### src/sv/ipdfx_pkg.sv
// Package for the IPD frame extractor: result and config write types, phase codes and constants.
package ipdfx_pkg;

    localparam int unsigned TOKEN_MAX    = 8;
    localparam int unsigned TOK_POS_W    = $clog2(TOKEN_MAX);
    localparam int unsigned TOK_BYTES_W  = 8 * TOKEN_MAX;
    localparam int unsigned TOK_LEN_W    = 4;
    localparam int unsigned LEN_W        = 16;
    localparam int unsigned STATUS_W     = 10;
    localparam int unsigned CFG_IDX_W    = 1;
    localparam int unsigned CFG_DATA_W   = 64;

    localparam logic [7:0]        CHAR_COLON    = 8'h3A;
    localparam logic [7:0]        CHAR_ZERO     = 8'h30;
    localparam logic [7:0]        CHAR_NINE     = 8'h39;
    localparam logic [LEN_W-1:0]  LEN_SAT       = 16'hFFFF;
    localparam logic [LEN_W-1:0]  OK_MIN_LEN    = 16'd20;
    localparam logic [LEN_W-1:0]  STATUS_FIRST  = 16'd9;
    localparam logic [LEN_W-1:0]  STATUS_END    = 16'd12;

    localparam logic [TOK_BYTES_W-1:0] TOKEN_BYTES_RST  = 64'h0000_002C_4450_492B;
    localparam logic [TOK_LEN_W-1:0]   TOKEN_LENGTH_RST = 4'd5;

    localparam logic [CFG_IDX_W-1:0] CFG_TOKEN_BYTES  = 1'b0;
    localparam logic [CFG_IDX_W-1:0] CFG_TOKEN_LENGTH = 1'b1;

    typedef enum logic [1:0] {
        PH_SEARCH  = 2'd0,
        PH_LENGTH  = 2'd1,
        PH_PAYLOAD = 2'd2
    } t_phase;

    typedef struct packed {
        logic                 wr_en;
        logic [CFG_IDX_W-1:0] index;
        logic [CFG_DATA_W-1:0] data;
    } t_cfg_wr;

    typedef struct packed {
        logic [7:0]          payload_byte;
        logic                is_last;
        logic                frame_ok;
        logic [STATUS_W-1:0] status_code;
    } t_result;

endpackage

### src/sv/ipd_frame_extractor_core.sv
// Top level of the IPD frame extractor: modem byte stream in, payload bytes out.
//
// Usage:
//   Slave stream: one received modem character per transaction in tdata[7:0].
//   The block hunts for the configured token (reset "+IPD,"), reads a decimal
//   length up to ':' and then forwards exactly that many payload bytes on the
//   master stream, tlast marking the final one. On the final byte tuser carries
//   frame_ok (length at least 20) and tdata carries the status code read from
//   payload offsets 9 to 11. A zero length frame yields one empty last byte.
//   Throughput: one byte per clock while the skid entry is free; a result is
//   registered in the output register, or in the skid entry under a stall.
//   Stall: the output register plus one skid entry absorb a stalled receiver;
//   tready on the slave side drops only while the skid entry is occupied.
//   Reset (synchronous, active low): token and token length return to their
//   defaults, search restarts at position zero and both buffers empty.
//   Configuration: write port, index 0 token bytes, index 1 token length;
//   write only while the stream is idle.
module ipd_frame_extractor_core (
    input  logic        i_clk,
    input  logic        i_rst_n,
    // configuration write port
    input  logic        i_cfg_wr_en,
    input  logic [0:0]  i_cfg_index,
    input  logic [63:0] i_cfg_data,
    // slave stream: tdata[7:0] rx_byte
    input  logic        i_s_axis_tvalid,
    output logic        o_s_axis_tready,
    input  logic [7:0]  i_s_axis_tdata,
    // master stream: tdata[7:0] payload_byte, [17:8] status_code, [23:18] zero
    output logic        o_m_axis_tvalid,
    input  logic        i_m_axis_tready,
    output logic [23:0] o_m_axis_tdata,
    output logic        o_m_axis_tlast,
    // tuser[0] frame_ok
    output logic [0:0]  o_m_axis_tuser
);
    import ipdfx_pkg::*;

    t_cfg_wr cfg;
    t_result res;
    t_result out_res;
    logic    res_valid;
    logic    buf_ready;
    logic    accept;

    assign cfg.wr_en = i_cfg_wr_en;
    assign cfg.index = i_cfg_index;
    assign cfg.data  = i_cfg_data;

    // advance the parser only on a completed slave transaction
    assign accept          = i_s_axis_tvalid && buf_ready;
    assign o_s_axis_tready = buf_ready;

    ipdfx_parser u_parser (
        .i_clk       (i_clk),
        .i_rst_n     (i_rst_n),
        .i_cfg       (cfg),
        .i_accept    (accept),
        .i_rx_byte   (i_s_axis_tdata),
        .o_res_valid (res_valid),
        .o_res       (res)
    );

    ipdfx_out_buf u_out_buf (
        .i_clk       (i_clk),
        .i_rst_n     (i_rst_n),
        .i_res_valid (res_valid),
        .i_res       (res),
        .o_in_ready  (buf_ready),
        .o_valid     (o_m_axis_tvalid),
        .i_ready     (i_m_axis_tready),
        .o_res       (out_res)
    );

    assign o_m_axis_tdata    = {6'b0, out_res.status_code, out_res.payload_byte};
    assign o_m_axis_tlast    = out_res.is_last;
    assign o_m_axis_tuser[0] = out_res.frame_ok;

endmodule

### src/sv/ipdfx_parser.sv
// Byte parser: token hunt, length digits and payload counting, one accepted byte per cycle.
module ipdfx_parser (
    input  logic                i_clk,
    input  logic                i_rst_n,
    input  ipdfx_pkg::t_cfg_wr  i_cfg,
    input  logic                i_accept,
    input  logic [7:0]          i_rx_byte,
    output logic                o_res_valid,
    output ipdfx_pkg::t_result  o_res
);
    import ipdfx_pkg::*;

    logic [TOK_BYTES_W-1:0] r_token_bytes;
    logic [TOK_LEN_W-1:0]   r_token_length;
    t_phase                 r_phase,        n_phase;
    logic [TOK_POS_W-1:0]   r_match_pos,    n_match_pos;
    logic [LEN_W-1:0]       r_len,          n_len;
    logic                   r_len_done,     n_len_done;
    logic [LEN_W-1:0]       r_seen,         n_seen;
    logic [STATUS_W-1:0]    r_status,       n_status;
    logic                   r_status_done,  n_status_done;

    logic [TOK_LEN_W-1:0]   used_len;
    logic [7:0]             tok_char;
    logic                   is_digit;
    logic [3:0]             digit;
    logic [TOK_LEN_W-1:0]   pos_inc;
    logic [LEN_W+3:0]       len_mac;
    logic [STATUS_W+3:0]    status_mac;
    logic [LEN_W-1:0]       seen_inc;
    logic                   in_status_win;

    always_comb begin
        if (r_token_length == '0) begin
            used_len = TOK_LEN_W'(1);
        end else if (r_token_length > TOK_LEN_W'(TOKEN_MAX)) begin
            used_len = TOK_LEN_W'(TOKEN_MAX);
        end else begin
            used_len = r_token_length;
        end
    end

    assign tok_char      = r_token_bytes[{r_match_pos, 3'b000} +: 8];
    assign is_digit      = (i_rx_byte >= CHAR_ZERO) && (i_rx_byte <= CHAR_NINE);
    assign digit         = 4'(i_rx_byte - CHAR_ZERO);
    assign pos_inc       = TOK_LEN_W'({1'b0, r_match_pos}) + TOK_LEN_W'(1);
    assign len_mac       = (LEN_W+4)'(r_len) * (LEN_W+4)'(10) + (LEN_W+4)'(digit);
    assign status_mac    = (STATUS_W+4)'(r_status) * (STATUS_W+4)'(10)
                         + (STATUS_W+4)'(digit);
    assign seen_inc      = r_seen + LEN_W'(1);
    assign in_status_win = (r_seen >= STATUS_FIRST) && (r_seen < STATUS_END);

    always_comb begin
        n_phase       = r_phase;
        n_match_pos   = r_match_pos;
        n_len         = r_len;
        n_len_done    = r_len_done;
        n_seen        = r_seen;
        n_status      = r_status;
        n_status_done = r_status_done;
        o_res_valid   = 1'b0;
        o_res         = '0;
        if (i_accept) begin
            unique case (r_phase)
                PH_SEARCH: begin
                    if (tok_char == i_rx_byte) begin
                        if (pos_inc >= used_len) begin
                            n_match_pos = '0;
                            n_phase     = PH_LENGTH;
                            n_len       = '0;
                            n_len_done  = 1'b0;
                        end else begin
                            n_match_pos = TOK_POS_W'(pos_inc);
                        end
                    end else begin
                        n_match_pos = '0;
                    end
                end
                PH_LENGTH: begin
                    if (i_rx_byte == CHAR_COLON) begin
                        n_seen        = '0;
                        n_status      = '0;
                        n_status_done = 1'b0;
                        if (r_len == '0) begin
                            n_phase       = PH_SEARCH;
                            o_res_valid   = 1'b1;
                            o_res.is_last = 1'b1;
                        end else begin
                            n_phase = PH_PAYLOAD;
                        end
                    end else if (!r_len_done) begin
                        if (is_digit) begin
                            n_len = (len_mac > (LEN_W+4)'(LEN_SAT)) ? LEN_SAT
                                                                     : LEN_W'(len_mac);
                        end else begin
                            n_len_done = 1'b1;
                        end
                    end
                end
                PH_PAYLOAD: begin
                    if (in_status_win && !r_status_done) begin
                        if (is_digit) begin
                            n_status = status_mac[STATUS_W-1:0];
                        end else begin
                            n_status_done = 1'b1;
                        end
                    end
                    n_seen             = seen_inc;
                    o_res_valid        = 1'b1;
                    o_res.payload_byte = i_rx_byte;
                    if (seen_inc >= r_len) begin
                        n_phase           = PH_SEARCH;
                        n_match_pos       = '0;
                        o_res.is_last     = 1'b1;
                        o_res.frame_ok    = (r_len >= OK_MIN_LEN);
                        o_res.status_code = n_status;
                    end
                end
                default: begin
                    n_phase     = PH_SEARCH;
                    n_match_pos = '0;
                end
            endcase
        end
    end

    always_ff @(posedge i_clk) begin
        if (!i_rst_n) begin
            r_token_bytes  <= TOKEN_BYTES_RST;
            r_token_length <= TOKEN_LENGTH_RST;
            r_phase        <= PH_SEARCH;
            r_match_pos    <= '0;
            r_len          <= '0;
            r_len_done     <= 1'b0;
            r_seen         <= '0;
            r_status       <= '0;
            r_status_done  <= 1'b0;
        end else begin
            if (i_cfg.wr_en) begin
                unique case (i_cfg.index)
                    CFG_TOKEN_BYTES:  r_token_bytes  <= i_cfg.data;
                    CFG_TOKEN_LENGTH: r_token_length <= i_cfg.data[TOK_LEN_W-1:0];
                    default: ;
                endcase
            end
            r_phase       <= n_phase;
            r_match_pos   <= n_match_pos;
            r_len         <= n_len;
            r_len_done    <= n_len_done;
            r_seen        <= n_seen;
            r_status      <= n_status;
            r_status_done <= n_status_done;
        end
    end

endmodule

### src/sv/ipdfx_out_buf.sv
// Output register with a skid stage so the parser keeps running under a brief stall.
module ipdfx_out_buf (
    input  logic               i_clk,
    input  logic               i_rst_n,
    input  logic               i_res_valid,
    input  ipdfx_pkg::t_result i_res,
    output logic               o_in_ready,
    output logic               o_valid,
    input  logic               i_ready,
    output ipdfx_pkg::t_result o_res
);
    import ipdfx_pkg::*;

    logic    r_out_valid;
    logic    r_skid_valid;
    t_result r_out;
    t_result r_skid;
    logic    out_taken;

    assign out_taken  = r_out_valid && i_ready;
    assign o_in_ready = !r_skid_valid;
    assign o_valid    = r_out_valid;
    assign o_res      = r_out;

    always_ff @(posedge i_clk) begin
        if (!i_rst_n) begin
            r_out_valid  <= 1'b0;
            r_skid_valid <= 1'b0;
        end else begin
            if (r_skid_valid) begin
                if (out_taken) begin
                    r_skid_valid <= 1'b0;
                end
            end else if (i_res_valid) begin
                if (r_out_valid && !i_ready) begin
                    r_skid_valid <= 1'b1;
                end else begin
                    r_out_valid <= 1'b1;
                end
            end else if (out_taken) begin
                r_out_valid <= 1'b0;
            end
        end
    end

    always_ff @(posedge i_clk) begin
        if (r_skid_valid) begin
            if (out_taken) begin
                r_out <= r_skid;
            end
        end else if (i_res_valid) begin
            if (r_out_valid && !i_ready) begin
                r_skid <= i_res;
            end else begin
                r_out <= i_res;
            end
        end
    end

endmodule

### config.mk
export PLATFORM = sky130hd
export DESIGN_NAME = ipd_frame_extractor_core
export DESIGN_NICKNAME = d
export VERILOG_FILES = /design/src/sv/ipdfx_pkg.sv /design/src/sv/ipd_frame_extractor_core.sv /design/src/sv/ipdfx_parser.sv /design/src/sv/ipdfx_out_buf.sv
export SDC_FILE = /design/constraint.sdc
export NUM_CORES = 1
export LEC_CHECK = 0
export BUFFER_PORTS_ARGS = -buffer_cell sky130_fd_sc_hd__buf_2
export CAP_MARGIN = 20
export CORE_MARGIN = 2
export CORE_UTILIZATION = 45
export CTS_CLUSTER_DIAMETER = 30
export DETAILED_ROUTE_END_ITERATION = 6
export PLACE_DENSITY = 0.71
export SETUP_SLACK_MARGIN = 0.02
export SYNTH_ARGS = -nofsm -noshare
export SYNTH_HDL_FRONTEND = slang
export SYNTH_SLANG_ARGS = --single-unit
export TNS_END_PERCENT = 50
### constraint.sdc
create_clock -name i_clk -period 4.4 [get_ports i_clk]
set_clock_uncertainty 0.2 [all_clocks]
set_input_delay 0.88 -clock i_clk [delete_from_list [all_inputs] [get_ports i_clk]]
set_output_delay 0.88 -clock i_clk [all_outputs]
set_load 0.03 [all_outputs]
==> flow_summary.ini <==
[status]
outcome = finished clean

[global_routing]
overflow = 0
grt_antenna_before_repair = 0
grt_use_total = 0.206
grt_pass1_wl_mm = 36.8
grt_pass1_vias = 7445
grt_max_degree = 65

[placement]
place_congestion = 0.891
portBuffers = 99
hpwl_mm = 16.4

[yosys]
synth_seq_cells = 159
ys_top_cells_by_count = 194 x nand2_1, 119 x dfxtp_1, 72 x ha_1
async_flop_share = 0
netlist_instances = 1064
synth_most_common_cell = nand2_1
synthesis.area_sq_um = 9500
ys_seq_area_frac = 0.377
synth_top_area_share = 0.251
syn_area_per_cell_sq_um = 8.92
synth_area_leaders = dfxtp_1 25%, edfxtp_1 13%, ha_1 9.5%
yosysTopAreaCell = dfxtp_1
synthAdderAreaFrac = 0.103
ys.flop_type = dfxtp_1
synth_cell_types = 72
synth_xor_area_frac = 0.0494
synth-simple-area-share = 0.202
synth_edf_count = 40
muxShareOfSynthArea = 0.0485
synth_compound_area_frac = 0.178
yosysWarningCount = 0
synth_top_family_by_area = simple AND/OR/NAND/NOR gates

[detailed_routing]
met3WireLength_mm = 1.05
num_vias = 7868
dr.pass1.iters = 5
wl_mm = 22.6
wirelength_met1_mm = 10.7
detail_route.wl_per_cell_um = 15.7
drc = 0
maxUsedRoutingLayer = met4
antenna_left = 0
viasPerCell = 5.46
met2_length_mm = 10.4
first_iter_violations = 507

[layout]
syn2layout_area_growth_pct = 15.3
n_antenna_cell = 0
fillers = 1908
drive_above_1_share = 0.170
multi_input_area_sq_um = 5610
nets = 1306
seq_area_sq_um = 3580
final_util = 0.524

[floorplanning]
core_area_sq_um = 20900
die_h_um = 149
die_w_um = 149
start_util = 0.455
io_pins = 106
num_rows = 53
die_area_sq_um = 22300

[critical_path]
required_ns = 4.52
r2r-end = u_parser.r_len[6]
cp-startpoint = u_parser.r_len[3]
regToRegSetupSlack_ns = 0.23
r2r_cells = 14
crit_end = u_parser.r_len[6]
r2r_start = u_parser.r_len[3]
crit_path_end_kind = flop
worstSetupStartpointType = flop
critPathArrivalTime_ns = 4.29
path_max_fanout = 6
setup.worst_path.class = flop to flop

[clock_network]
clk_path_buf_depth = 2
cts.sinks = 159
cts_root_buf = clkbuf_16
clk_latency_ns = 0.43
cts_tree = yes
clk_pin_slew_ns = 0.07
hold_buffers = 0
htreeDepth = 4
numCtsBuffers = 17

[power]
p_leak_nw = 4.75
pwr-share-clk = 0.456
swShare = 0.236
peakVddDrop_v = 0.000252
cell_internal_pwr_mw = 2.41
switchingPower_mw = 0.748
comb_power_share = 0.058
seq_power_share = 0.486
power_density_nw_per_um2 = 289

[timing]
rsz0062_at_grt = false
slew_headroom = 0.392
hold_viol_final = 0
setup_tns_ns = 0
tightest_slew_ns = 0.911
fmax_mhz = 240
setup_viol = 0
post-route-min-period_ns = 4.17
drv_slew = 0
post-route-period-util = 0.947

[hold_path]
holdPathStages = 2
hp-class = flop to flop
min_from = u_parser.r_token_bytes[11]

[flow_run]
maxCapViolations = 0
## layout make-up
| cell class | instances | share of cell area |
|---|---|---|
| Timing Repair Buffer | 122 | 0.0622 |
| Clock buffer | 20 | 0.0447 |
| Sequential cell | 159 | 0.328 |
| Tap cell | 275 | 0.0314 |
| Inverter | 38 | 0.0130 |
| Clock inverter | 12 | 0.00880 |
| Multi-Input combinational cell | 814 | 0.512 |
## per-stage QoR
stage	area, sq um	cells	total power, mW	hold WS, ns	setup WS, ns
6_report	10900	1440	3.16	0.264	0.234
5_1_grt	10900	1440	3.28	0.282	0.0138
4_1_cts	10900	1438	3.19	0.267	0.0342
3_5_place_dp	10300	1406	1.75	0.256	0.0493
3_3_place_gp	10300	1406	1.75	0.248	0.168
2_1_floorplan	9510	1069	1.68	0.236	0.231
## power by group through the flow
stage          registers, mW  clock network (mW)  logic, mW
5_1_grt                 1.54                1.54      0.201
6_report                1.54                1.44      0.182
4_1_cts                 1.54                1.47      0.182
2_1_floorplan           1.56                   0      0.112
3_3_place_gp            1.57                   0      0.178
3_5_place_dp            1.57                   0      0.181
## cells in the final DEF (no fill, tap or decap), drive strengths merged, types with 14 or more instances in the layout
cell type  instances
a21boi            59
a21o              35
a21oi             22
and2              19
and3              22
buf              122
clkbuf            20
dfxtp            119
edfxtp            40
ha                72
inv               44
mux2i             19
nand2            194
nand3             49
nor2              41
nor2b             19
nor3              14
o21ai             50
xnor2             20
xor2              31
## cells by family after synthesis
logic type,count (synthesis)
simple gates,406
compound gates,239
flops,159
buf+inv,96
fa+ha+maj,76
xor+xnor,52
mux,35
other cells,1
## repair_timing
item	4_1_cts	5_1_grt
pin swaps	0	2
setup endpoints to repair	1	18
gates resized for setup	1	8
setup buffers	0	2
## worst max-delay path, cell delays in order (launching register included)
cell	delay, ns
dfxtp_1	0.36
ha_1	0.30
ha_1	0.18
inv_1	0.06
fa_1	0.41
nand2b_1	0.20
a21oi_2	0.18
xor2_2	0.24
nand4b_1	0.18
or4_1	0.59
or4b_4	0.51
a22oi_4	0.23
buf_4	0.17
nand2b_1	0.05
a32o_1	0.20
## worst min-delay path by stage
stage                                  to  slack, ns
2_1_floorplan  u_parser.r_token_bytes[11]       0.24
3_5_place_dp    u_parser.r_token_bytes[0]       0.26
6_report       u_parser.r_token_bytes[11]       0.26
3_3_place_gp   u_parser.r_token_bytes[11]       0.25
4_1_cts         u_parser.r_token_bytes[9]       0.27
5_1_grt        u_parser.r_token_bytes[29]       0.28
## flip-flops by register name, indices dropped and copies added (netlist names)
| register | flops |
|---|---|
| u_parser.r_phase | 2 |
| u_out_buf.r_skid_valid | 1 |
| u_parser.r_token_bytes | 64 |
| u_parser.r_len | 16 |
| u_parser.r_status | 10 |
| u_parser.r_len_done | 1 |
| u_out_buf.o_res | 20 |
| u_parser.r_seen | 16 |
| u_parser.r_match_pos | 3 |
| u_parser.r_status_done | 1 |
| u_out_buf.o_valid | 1 |
| u_out_buf.r_skid | 20 |
| u_parser.r_token_length | 4 |
## per-layer routing
metal	GRT usage	up-vias
met3	0.0398	35
met4	0.0676	0
li1	-	3956
met1	0.286	3684
met5	0	-
met2	0.323	193
No activity file was read; power rests on OpenSTA's default activity.
